==> src/rtl/core/page_replacement_engine_defines.svh <==
// Assertion macros used by the page replacement engine sequencer (pre_ctrl).
`ifndef PAGE_REPLACEMENT_ENGINE_DEFINES_SVH
`define PAGE_REPLACEMENT_ENGINE_DEFINES_SVH

// Same-cycle implication, sampled on the rising clock edge outside reset.
`define PRE_ASSERT_IMPL(lbl, ante, cons, msg) \
    lbl: assert property (@(posedge clk) disable iff (!rst_n) (ante) |-> (cons)) \
        else $error(msg);

// Next-cycle implication, sampled on the rising clock edge outside reset.
`define PRE_ASSERT_NEXT(lbl, ante, cons, msg) \
    lbl: assert property (@(posedge clk) disable iff (!rst_n) (ante) |=> (cons)) \
        else $error(msg);

`endif

==> src/rtl/core/pre_pkg.sv <==
// Shared types and constants of the page replacement engine.
package pre_pkg;

    localparam logic [1:0] POL_FIFO  = 2'd0;
    localparam logic [1:0] POL_CLOCK = 2'd1;
    localparam logic [1:0] POL_LRU   = 2'd2;

    localparam logic [1:0] CFG_POLICY  = 2'd0;
    localparam logic [1:0] CFG_PREPAGE = 2'd1;
    localparam logic [1:0] CFG_FRAMES  = 2'd2;

    typedef struct packed {
        logic        valid;
        logic [15:0] page;
        logic        refb;
        logic [31:0] last;
    } entry_t;

    typedef struct packed {
        logic [1:0] policy;
        logic       prepage;
        logic [9:0] frames;
    } cfg_t;

endpackage

==> src/rtl/core/pre_ctrl.sv <==
// Sequencer: table clearing, lookup scan, replacement and result register.
`include "page_replacement_engine_defines.svh"

module pre_ctrl #(
    parameter int MAX_FRAMES = 512,
    parameter int FW         = 9,
    parameter int NW         = 10
) (
    input  logic            clk,
    input  logic            rst_n,
    input  pre_pkg::cfg_t   cfg,
    input  logic            in_valid,
    output logic            in_ready,
    input  logic            func,
    input  logic [8:0]      frame_sel,
    input  logic [15:0]     page_id,
    input  logic            page_present,
    input  logic [15:0]     next_page_id,
    input  logic            has_next,
    output logic            out_valid,
    input  logic            out_ready,
    output logic            hit,
    output logic [8:0]      frame_out,
    output logic            prepaged,
    output logic [31:0]     fault_total,
    output logic            mem_we,
    output logic [FW-1:0]   mem_waddr,
    output pre_pkg::entry_t mem_wdata,
    output logic            mem_re,
    output logic [FW-1:0]   mem_raddr,
    input  pre_pkg::entry_t mem_rdata
);
    import pre_pkg::*;

    localparam logic [31:0] MAX32 = MAX_FRAMES;

    typedef enum logic [2:0] {
        S_CLEAR, S_IDLE, S_SCAN, S_DECIDE, S_RD, S_WR, S_SWEEP, S_DONE
    } state_t;

    typedef enum logic [1:0] {OP_LOAD, OP_HIT, OP_MAIN, OP_PRE} op_t;

    state_t        st_reg, st_next;
    op_t           op_reg, op_next;
    logic [FW-1:0] clr_reg, clr_next;
    logic          func_reg, func_next;
    logic [8:0]    sel_reg, sel_next;
    logic [15:0]   page_reg, page_next;
    logic          present_reg, present_next;
    logic [15:0]   nxt_reg, nxt_next;
    logic          has_next_reg, has_next_next;
    logic [NW-1:0] n_reg, n_next;
    logic [FW-1:0] hand_reg, hand_next;
    logic [31:0]   stamp_reg, stamp_next;
    logic [31:0]   fault_reg, fault_next;
    logic [NW-1:0] issue_reg, issue_next;
    logic          rv_reg, rv_next;
    logic [FW-1:0] ridx_reg, ridx_next;
    logic          hit_found_reg, hit_found_next;
    logic [FW-1:0] hit_idx_reg, hit_idx_next;
    logic [31:0]   min_reg, min_next;
    logic [FW-1:0] victim_reg, victim_next;
    logic          nf_reg, nf_next;
    logic [FW-1:0] nidx_reg, nidx_next;
    logic          nmulti_reg, nmulti_next;
    logic [FW-1:0] tgt_reg, tgt_next;
    logic          pre_reg, pre_next;
    logic [FW-1:0] fout_reg, fout_next;
    logic          out_valid_reg, out_valid_next;
    logic          out_hit_reg, out_hit_next;
    logic [8:0]    out_frame_reg, out_frame_next;
    logic          out_pre_reg, out_pre_next;
    logic [31:0]   out_fault_reg, out_fault_next;

    logic [NW-1:0] n_calc;
    logic [31:0]   fiu;
    logic          want_pre;
    logic          resident;
    entry_t        wr_ent;
    entry_t        clr_ent;

    function automatic logic [FW-1:0] adv(input logic [FW-1:0] f, input logic [NW-1:0] n);
        logic [NW:0] s;
        s = (NW+1)'(f) + (NW+1)'(1);
        return (s >= (NW+1)'(n)) ? '0 : FW'(s);
    endfunction

    always_comb
    begin
        fiu = 32'(cfg.frames);
        if (fiu == 32'd0)
        begin
            n_calc = NW'(1);
        end
        else if (fiu > MAX32)
        begin
            n_calc = NW'(MAX32);
        end
        else
        begin
            n_calc = NW'(fiu);
        end
    end

    assign want_pre = cfg.prepage && has_next_reg && (n_reg > NW'(1));
    // The next page counts as resident if the new page is that page, or
    // another frame than the one just written already holds it.
    assign resident = (page_reg == nxt_reg) ||
                      (nf_reg && (nmulti_reg || nidx_reg != tgt_reg));

    always_comb
    begin
        clr_ent       = '0;
        clr_ent.refb  = 1'b1;
        wr_ent        = mem_rdata;
        case (op_reg)
            OP_LOAD:
            begin
                wr_ent.valid = present_reg;
                wr_ent.page  = present_reg ? page_reg : 16'd0;
            end
            OP_HIT:
            begin
                wr_ent.refb = 1'b1;
                wr_ent.last = stamp_reg;
            end
            OP_MAIN, OP_PRE:
            begin
                wr_ent.valid = 1'b1;
                wr_ent.page  = (op_reg == OP_MAIN) ? page_reg : nxt_reg;
                if (cfg.policy == POL_CLOCK)
                begin
                    wr_ent.refb = 1'b1;
                end
                if (cfg.policy == POL_LRU)
                begin
                    wr_ent.last = stamp_reg;
                end
            end
            default:
            begin
                wr_ent = mem_rdata;
            end
        endcase
    end

    always_comb
    begin
        st_next        = st_reg;
        op_next        = op_reg;
        clr_next       = clr_reg;
        func_next      = func_reg;
        sel_next       = sel_reg;
        page_next      = page_reg;
        present_next   = present_reg;
        nxt_next       = nxt_reg;
        has_next_next  = has_next_reg;
        n_next         = n_reg;
        hand_next      = hand_reg;
        stamp_next     = stamp_reg;
        fault_next     = fault_reg;
        issue_next     = issue_reg;
        ridx_next      = ridx_reg;
        hit_found_next = hit_found_reg;
        hit_idx_next   = hit_idx_reg;
        min_next       = min_reg;
        victim_next    = victim_reg;
        nf_next        = nf_reg;
        nidx_next      = nidx_reg;
        nmulti_next    = nmulti_reg;
        tgt_next       = tgt_reg;
        pre_next       = pre_reg;
        fout_next      = fout_reg;
        out_valid_next = out_valid_reg;
        out_hit_next   = out_hit_reg;
        out_frame_next = out_frame_reg;
        out_pre_next   = out_pre_reg;
        out_fault_next = out_fault_reg;
        mem_we         = 1'b0;
        mem_waddr      = tgt_reg;
        mem_wdata      = wr_ent;
        mem_re         = 1'b0;
        mem_raddr      = tgt_reg;
        in_ready       = 1'b0;

        if (out_valid_reg && out_ready)
        begin
            out_valid_next = 1'b0;
        end

        case (st_reg)
            S_CLEAR:
            begin
                mem_we    = 1'b1;
                mem_waddr = clr_reg;
                mem_wdata = clr_ent;
                clr_next  = clr_reg + FW'(1);
                if (clr_reg == FW'(MAX_FRAMES - 1))
                begin
                    st_next = S_IDLE;
                end
            end
            S_IDLE:
            begin
                in_ready = 1'b1;
                if (in_valid)
                begin
                    func_next      = func;
                    sel_next       = frame_sel;
                    page_next      = page_id;
                    present_next   = page_present;
                    nxt_next       = next_page_id;
                    has_next_next  = has_next;
                    n_next         = n_calc;
                    hit_found_next = 1'b0;
                    nf_next        = 1'b0;
                    nmulti_next    = 1'b0;
                    pre_next       = 1'b0;
                    issue_next     = '0;
                    // Only an access wraps the hand; a load leaves it alone.
                    if (func && NW'(hand_reg) >= n_calc)
                    begin
                        hand_next = '0;
                    end
                    if (!func)
                    begin
                        tgt_next = FW'(frame_sel);
                        op_next  = OP_LOAD;
                        st_next  = (32'(frame_sel) < MAX32) ? S_RD : S_DONE;
                    end
                    else
                    begin
                        st_next = S_SCAN;
                    end
                end
            end
            S_SCAN:
            begin
                if (issue_reg < n_reg)
                begin
                    mem_re     = 1'b1;
                    mem_raddr  = issue_reg[FW-1:0];
                    issue_next = issue_reg + NW'(1);
                end
                if (rv_reg)
                begin
                    if (!hit_found_reg && mem_rdata.valid && mem_rdata.page == page_reg)
                    begin
                        hit_found_next = 1'b1;
                        hit_idx_next   = ridx_reg;
                    end
                    if (ridx_reg == '0 || mem_rdata.last < min_reg)
                    begin
                        min_next    = mem_rdata.last;
                        victim_next = ridx_reg;
                    end
                    if (mem_rdata.valid && mem_rdata.page == nxt_reg)
                    begin
                        if (!nf_reg)
                        begin
                            nf_next   = 1'b1;
                            nidx_next = ridx_reg;
                        end
                        else
                        begin
                            nmulti_next = 1'b1;
                        end
                    end
                end
                if (issue_reg == n_reg && !rv_reg)
                begin
                    st_next = S_DECIDE;
                end
            end
            S_DECIDE:
            begin
                if (hit_found_reg)
                begin
                    tgt_next  = hit_idx_reg;
                    fout_next = hit_idx_reg;
                    op_next   = OP_HIT;
                    st_next   = S_RD;
                end
                else
                begin
                    fault_next = fault_reg + 32'd1;
                    op_next    = OP_MAIN;
                    case (cfg.policy)
                        POL_FIFO:
                        begin
                            tgt_next = hand_reg;
                            st_next  = S_RD;
                        end
                        POL_CLOCK:
                        begin
                            mem_re    = 1'b1;
                            mem_raddr = hand_reg;
                            st_next   = S_SWEEP;
                        end
                        POL_LRU:
                        begin
                            tgt_next = victim_reg;
                            st_next  = S_RD;
                        end
                        default:
                        begin
                            fout_next = '0;
                            st_next   = S_DONE;
                        end
                    endcase
                end
            end
            S_RD:
            begin
                mem_re  = 1'b1;
                st_next = S_WR;
            end
            S_WR:
            begin
                mem_we = 1'b1;
                case (op_reg)
                    OP_MAIN:
                    begin
                        fout_next = tgt_reg;
                        if (cfg.policy != POL_LRU)
                        begin
                            hand_next = adv(tgt_reg, n_reg);
                        end
                        if (want_pre && !resident)
                        begin
                            tgt_next = adv(tgt_reg, n_reg);
                            op_next  = OP_PRE;
                            st_next  = S_RD;
                        end
                        else
                        begin
                            st_next = S_DONE;
                        end
                    end
                    OP_PRE:
                    begin
                        pre_next = 1'b1;
                        if (cfg.policy != POL_LRU)
                        begin
                            hand_next = adv(tgt_reg, n_reg);
                        end
                        st_next = S_DONE;
                    end
                    default:
                    begin
                        st_next = S_DONE;
                    end
                endcase
            end
            S_SWEEP:
            begin
                // Referenced valid frames lose their bit and are passed over.
                if (mem_rdata.refb && mem_rdata.valid)
                begin
                    mem_we         = 1'b1;
                    mem_waddr      = hand_reg;
                    mem_wdata      = mem_rdata;
                    mem_wdata.refb = 1'b0;
                    hand_next      = adv(hand_reg, n_reg);
                    mem_re         = 1'b1;
                    mem_raddr      = adv(hand_reg, n_reg);
                end
                else
                begin
                    tgt_next = hand_reg;
                    st_next  = S_WR;
                end
            end
            S_DONE:
            begin
                if (!out_valid_reg || out_ready)
                begin
                    out_valid_next = 1'b1;
                    out_hit_next   = func_reg && hit_found_reg;
                    out_frame_next = func_reg ? 9'(fout_reg) : sel_reg;
                    out_pre_next   = pre_reg;
                    out_fault_next = fault_reg;
                    if (func_reg)
                    begin
                        stamp_next = stamp_reg + 32'd1;
                    end
                    st_next = S_IDLE;
                end
            end
            default:
            begin
                st_next = S_IDLE;
            end
        endcase

        rv_next   = mem_re && (st_reg == S_SCAN);
        ridx_next = mem_raddr;
    end

    always_ff @(posedge clk or negedge rst_n)
    begin
        if (!rst_n)
        begin
            st_reg        <= S_CLEAR;
            clr_reg       <= '0;
            hand_reg      <= '0;
            stamp_reg     <= 32'd1;
            fault_reg     <= '0;
            rv_reg        <= 1'b0;
            out_valid_reg <= 1'b0;
            out_hit_reg   <= 1'b0;
            out_frame_reg <= '0;
            out_pre_reg   <= 1'b0;
            out_fault_reg <= '0;
        end
        else
        begin
            st_reg        <= st_next;
            clr_reg       <= clr_next;
            hand_reg      <= hand_next;
            stamp_reg     <= stamp_next;
            fault_reg     <= fault_next;
            rv_reg        <= rv_next;
            out_valid_reg <= out_valid_next;
            out_hit_reg   <= out_hit_next;
            out_frame_reg <= out_frame_next;
            out_pre_reg   <= out_pre_next;
            out_fault_reg <= out_fault_next;
        end
    end

    always_ff @(posedge clk)
    begin
        op_reg        <= op_next;
        func_reg      <= func_next;
        sel_reg       <= sel_next;
        page_reg      <= page_next;
        present_reg   <= present_next;
        nxt_reg       <= nxt_next;
        has_next_reg  <= has_next_next;
        n_reg         <= n_next;
        issue_reg     <= issue_next;
        ridx_reg      <= ridx_next;
        hit_found_reg <= hit_found_next;
        hit_idx_reg   <= hit_idx_next;
        min_reg       <= min_next;
        victim_reg    <= victim_next;
        nf_reg        <= nf_next;
        nidx_reg      <= nidx_next;
        nmulti_reg    <= nmulti_next;
        tgt_reg       <= tgt_next;
        pre_reg       <= pre_next;
        fout_reg      <= fout_next;
    end

    assign out_valid   = out_valid_reg;
    assign hit         = out_hit_reg;
    assign frame_out   = out_frame_reg;
    assign prepaged    = out_pre_reg;
    assign fault_total = out_fault_reg;

    `PRE_ASSERT_IMPL(a_fault_step, fault_reg != $past(fault_reg), $past(st_reg == S_DECIDE) && fault_reg == $past(fault_reg) + 32'd1, "fault count moved outside a miss")
    `PRE_ASSERT_IMPL(a_result_source, $rose(out_valid_reg), $past(st_reg == S_DONE), "result appeared without a finished item")
    `PRE_ASSERT_IMPL(a_hand_range, st_reg == S_DONE && func_reg, NW'(hand_reg) < n_reg, "clock hand outside the active frames")
    `PRE_ASSERT_NEXT(a_prepage_done, st_reg == S_WR && op_reg == OP_PRE, st_reg == S_DONE && pre_reg, "pre-paging write not reported")

endmodule

==> config.mk <==
export PLATFORM = sky130hd
export DESIGN_NAME = pre_ctrl
export DESIGN_NICKNAME = d
export VERILOG_FILES = /design/src/rtl/core/pre_pkg.sv /design/src/rtl/core/pre_ctrl.sv
export VERILOG_INCLUDE_DIRS = /design/src /design/src/rtl/core
export SDC_FILE = /design/constraint.sdc
export NUM_CORES = 1
export LEC_CHECK = 0
export BUFFER_PORTS_ARGS = -buffer_cell sky130_fd_sc_hd__buf_2
export CAP_MARGIN = 20
export CORE_MARGIN = 3
export CORE_UTILIZATION = 39
export CTS_CLUSTER_SIZE = 25
export DETAILED_ROUTE_END_ITERATION = 8
export HOLD_SLACK_MARGIN = 0.05
export PLACE_DENSITY = 0.71
export SLEW_MARGIN = 30
export SYNTH_ARGS = -nofsm -noshare
export SYNTH_HDL_FRONTEND = slang
export SYNTH_SLANG_ARGS = --single-unit
==> constraint.sdc <==
create_clock -name clk -period 5 [get_ports clk]
set_input_delay 0.75 -clock clk [delete_from_list [all_inputs] [get_ports clk]]
set_output_delay 0.75 -clock clk [all_outputs]
set_load 0.05 [all_outputs]
### Yosys cells after proc, flatten, opt, wreduce, memory -nomap -nowiden

Cells that the tools add are included.

| word-level totals | value |
|---|---|
| flip-flop bits (word level) | 286 |
| input bits | 111 |
| output and inout bits | 115 |

| cells by class | value |
|---|---|
| add/sub/neg operators | 6 |
| $lt $le $gt $ge | 7 |
| eq/ne operators | 39 |
| muxes and demuxes | 81 |
| bitwise gates (word level) | 2 |
| reductions and logical operators | 53 |

Operator list:

| operator | number |
|---|---|
| $mux W9 | 22 |
| $pmux W50 S2 | 1 |
| $pmux W33 S2 | 1 |
| $add A32 B1 Y32 const B | 2 |
| $pmux W9 S2 | 3 |
| $pmux W9 S3 | 2 |
| $mux W50 | 1 |
| $eq A16 B16 Y1 | 3 |
| $mux W10 | 4 |
| $ne A2 B2 Y1 const B | 19 |
| $pmux W9 S4 | 1 |
| $pmux W17 S2 | 1 |
| $lt A32 B32 Y1 | 1 |
| $mux W16 | 2 |
| $mux W32 | 1 |
| $pmux W3 S8 | 1 |
| $mux W3 | 7 |
| $add A9 B1 Y10 const B | 2 |
| $ge A10 B10 Y1 | 2 |
| $pmux W10 S2 | 1 |
| $mux W1 | 18 |
| $reduce_and A3 Y1 | 6 |
| $reduce_and A5 Y1 | 3 |
| $mux W2 | 7 |
| other kinds (37) | 77 |

### Depth between registers and ports, before layout

| logic depth | value |
|---|---|
| word-level depth | 9 |
| mapped depth | 15 |

### Least setup slack after synthesis

No wires, ideal clock.

| path | value |
|---|---|
| path kind | input to register |
| start | input mem_rdata[13] (netlist name) |
| end | register min_reg[0], enable pin |
| library setup time | 496 ps |
| arrival | 4788 ps |
| slack | -284 ps |
| stages | 8 |
| cell sequence | ha_1 > a21o_1 > a21o_1 > a21oi_1 > o22ai_1 > a211oi_1 > a211oi_1 > o21ai_0 |

| on the way | value |
|---|---|
| longest elaborated chain between the ends | 3 |

Ends and longest elaborated chain:

| what | line | text |
|---|---|---|
| start, declared | pre_ctrl.sv:31 | `input pre_pkg::entry_t mem_rdata` |
| $lt A32 B32 Y1 | pre_ctrl.sv:252 | `if (ridx_reg == '0 \|\| mem_rdata.last < min_reg)` |
| $logic_or A1 B1 Y1 | pre_ctrl.sv:252 |  |
| $reduce_and A3 Y1 (no source line) | n/a |  |
| end signal, assigned | pre_ctrl.sv:446 | `min_reg <= min_next;` |
| end, declared | pre_ctrl.sv:61 | `logic [31:0] min_reg, min_next;` |

Every way passes these cells.
A chain may end at the register's enable or synchronous reset.

### Worst setup path after layout

| path | value |
|---|---|
| start | register hand_reg[1] |
| end | output mem_raddr[8] |

| on the way | value |
|---|---|
| longest elaborated chain between the ends | 5 |

Ends and longest elaborated chain:

| what | line | text |
|---|---|---|
| start, declared | pre_ctrl.sv:53 | `logic [FW-1:0] hand_reg, hand_next;` |
| start signal, assigned | pre_ctrl.sv:420 | `hand_reg <= hand_next;` |
| $add A9 B1 Y10 * | pre_ctrl.sv:84 | `s = (NW+1)'(f) + (NW+1)'(1);` |
| $ge A10 B10 Y1 | pre_ctrl.sv:85 | `return (s >= (NW+1)'(n)) ? '0 : FW'(s);` |
| $mux W9 * | pre_ctrl.sv:85 |  |
| $mux W9 * | pre_ctrl.sv:358 | `if (mem_rdata.refb && mem_rdata.valid)` |
| $pmux W9 S3 * | pre_ctrl.sv:191 | `case (st_reg)` |
| end, declared | pre_ctrl.sv:30 | `output logic [FW-1:0] mem_raddr,` |

Mark *: on every way between the ends. The rest lies on a longest branch, timed or not.

==> summary.md <==
| Metric | Value |
|---|---|
| Pwr Total | `0.00517 W` |
| Rows | `72` |
| Clk_skew | `0.0218 ns` |
| Number of flops mapped to enable cells by yosys | `147` |
| First-pass GRT wire length | `71000 um` |
| Slew Viols, Final | `0` |
| Max_cap viols | `0` |
| Peak supply drop | `0.221 mV` |
| Chip height | `205 um` |
| Top cell type by total area after synthesis | `edfxtp_1` |
| Simple-Gate Fraction of Synth Area | `15.3%` |
| Area Growth Syn to Fin | `18.9%` |
| Worst Hold Slack | `0.283 ns` |
| Setup-failing EPs final | `0` |
| Critical path arrival | `3.98 ns` |
| Area occupied by multi-input gates | `0.00706 mm2` |
| Switching Fraction | `21.6%` |
| Element type at the critical path start | `register` |
| Final nets | `1922` |
| Synth warnings | `0` |
| Final period util | `94.7%` |
| Clock Power Share | `48.8%` |
| Core area | `0.0389 mm2` |
| Top FF cell, synth | `edfxtp_1` |
| Critical path cell sequence | `ha_1 -> nand3_2 -> nor3_2 -> xnor2_2 -> inv_1 -> ha_1 -> a211o_1 -> a311oi_4 -> nor2_1 -> buf_4 -> or3_1 -> o211ai_1 -> o21a_1 -> buf_2` |
| Asr flop ratio synth | `45.5%` |
| Net Sw Power | `0.00112 W` |
| Compound-gate portion of the synthesized area | `12.7%` |
| Worst-Margin Slew | `0.854 ns` |
| WP buf/inv | `3` |
| Max stage delay on crit path | `0.46 ns` |
| CTS clk-pin slew, worst paths | `0.06 ns` |
| Clock tree sinks | `286` |
| Antenna violations before repair | `1` |
| Post-Synth XOR/XNOR Area | `8.21%` |
| DRC Markers | `0` |
| Metal2 WL | `20900 um` |
| Syn_nets | `1704` |
| Fmax | `0.211 GHz` |
| Worst Setup End Kind | `output pin` |
| Synthesized area per cell | `10.2 um2` |
| Final hold vios | `0` |
| Mux contribution to synthesized area | `2.88%` |
| Routed len/inst | `20.0 um` |
| Total wire length | `45700 um` |
| First-pass detailed-route iteration total | `6` |
| Combinational Power Share | `3.3%` |
| Register area share after synthesis | `50.8%` |
| Hold_buf cts | `0` |
| Cts bufs inserted | `35` |
| CTS tree | `built` |
| Worst path required time | `4.25 ns` |
| Max clock buf depth | `3` |
| Hold WC Path Type | `in -> async` |
| Crit Path Class | `reg -> out` |
| Min cycle time layout | `4.73 ns` |
| Worst skew pair latency | `0.53 ns` |
| Internal power | `0.00405 W` |
| Mapped Area | `0.0155 mm2` |
| Synth Area in Adders | `6.23%` |
| GRT Util Overall | `21.6%` |
| Seq. cell area | `0.00785 mm2` |
| Clk Tree Root Cell | `clkbuf_16` |
| Crit path max-delay family | `simple AND/OR/NAND/NOR gates` |
| Most used cell, CP | `ha_1` |
| Post-CTS setup buffer count | `0` |
| PD cells | `281 mW/mm2` |
| Via count | `12.5k` |
| Overflow after GRT | `0` |
| GP Congestion | `0.965` |
| DP HPWL | `34200 um` |
| Post-route ant nets | `0` |
| Setup TNS | `0 ns` |
| Initial Util | `39.7%` |
| Layout cell share with drive strength beyond 1 | `18.8%` |
| Drt via density | `5.47` |
| Status | `finished, final reports clean` |
| Met3 wire len | `3680 um` |
| Critical-path maximum fanout | `11` |
| Synthesized instance count | `1516` |
| H-Tree Depth | `2` |
| Fillers | `3684` |
| Crit path max-delay cell type | `dfrtp_2` |
| Seq pwr share | `47.9%` |
| Die Wd | `205 um` |
| DIE AREA | `0.0421 mm2` |
| DR top layer | `met4` |
| PortBufs | `225` |
| Leakage | `8.20 nW` |
| Synth Register Bits | `286` |
| Post-synth cell types | `64` |
| Largest family of logic cells by synthesized area | `simple AND/OR/NAND/NOR gates` |
| Largest net degree at the start of global routing | `83` |
| DRT met1 WL | `19300 um` |
| Yosys top cell area share | `28.5%` |
| Slew Limit Headroom | `43.1%` |
| Number of global-route vias before repair | `12.8k` |
| RSZ-0062 raised after global routing | `no` |
| IO Pins | `226` |
| Synth area leaders | `edfxtp_1 (29%), dfrtp_1 (21%), ha_1 (6.2%)` |
| Initial DRC Count | `968` |
==> cells in the mapped netlist, types with 9 or more instances <==
cell,number
nand2_1,232
edfxtp_1,147
dfrtp_1,129
xnor2_1,104
o21ai_0,94
inv_1,84
nor2_1,82
ha_1,77
a21oi_1,61
clkbuf_1,55
nand3_1,49
xor2_1,41
mux2i_1,40
a22o_1,36
nand4_1,35
and3_1,22
o21a_1,18
nor2b_1,14
nor3_1,14
a21o_1,13
o221ai_1,13
a222oi_1,10
nor4_1,10
o22ai_1,10
or3_1,10
buf_2,9
dfxtp_1,9
nand2b_1,9
==> routing by layer <==
metal / global-route usage, % / vias to the layer above
li1: - / 5859
met1: 28.6 / 5976
met2: 33.9 / 530
met3: 4.83 / 116
met4: 9.62 / 0
met5: 0 / -
==> worst reg2reg max path: stages (launching register included) <==
cell	delay (ns)
dfrtp_1	0.58
buf_4	0.28
nor2b_1	0.46
nand2_1	0.51
inv_1	0.40
nand2_1	0.18
a2111oi_0	0.34
o21ai_0	0.23
o21ai_4	0.45
buf_12	0.28
==> path summary, 6_finish.rpt <==
path	start	end	slack (ns)	cells after the start
min in group clk	page_id[11]	page_reg[11]	0.40	1
max	hand_reg[1]	mem_raddr[8]	0.27	14
min reg2reg	fault_total[31]	fault_total[31]	0.47	2
max reg2reg	st_reg[1]	min_reg[0]	0.95	9
min	rst_n	fault_total[8]	0.28	1
max in group asynchronous	rst_n	stamp_reg[21]	3.53	2
==> area by class of cell <==
class	instances	area share (%)
well taps	518	3.53
multi-input cells	1072	38.4
diodes	1	0.0136
clock buffers	48	5.42
clock inverters	16	0.783
repair buffers	253	7.37
inverters	86	1.76
flip-flops and latches	286	42.7
==> power by group through the flow <==
stage	Combinational (W)	Clock (W)	Sequential (W)
6_report	0.000173	0.00252	0.00248
5_1_grt	0.000193	0.00268	0.00248
4_1_cts	0.000174	0.00258	0.00248
3_5_place_dp	0.000173	0	0.00252
3_3_place_gp	0.000168	0	0.00252
2_1_floorplan	0.0000618	0	0.00252
==> timing repair <==
action | in CTS | in global routing
endpoints found under the setup margin | 1 | 8
pin swaps | 0 | 0
resized for setup | 2 | 6
==> logic make-up (layout without fill, tap and decap cells) <==
family          count (synthesis)  count (layout)
mux                            44              44
simple gates                  506             506
xor+xnor                      145             145
flops                         286             286
other cells                     0               1
compound gates                300             300
fa+ha+maj                      77              77
buf+inv                       158             403
==> per-stage QoR <==
step	instance area (um2)	worst slack (ns)	util (%)	instances
after floorplan	15500	0.753	-	1516
after global placement	17200	0.541	44.2	2215
after detailed placement	17200	0.528	44.2	2215
after CTS	18400	0.0515	47.2	2279
after global routing	18400	0.0216	47.2	2280
final	18400	0.267	47.2	2280
==> cells in the final DEF, fill, tap and decap left out, types with 13 or more instances in the layout <==
master	n
nor2b_1	14
buf_2	224
nor2_1	80
inv_1	83
buf_4	27
ha_1	77
o21a_1	18
dfrtp_1	126
nand3_1	48
clkbuf_16	37
o21ai_0	93
nand4_1	35
o221ai_1	13
mux2i_1	40
a21o_1	13
edfxtp_1	147
and3_1	22
xnor2_1	103
nor3_1	13
a22o_1	36
a21oi_1	61
nand2_1	232
xor2_1	41
Note: power is estimated with default switching activity, not from simulation.
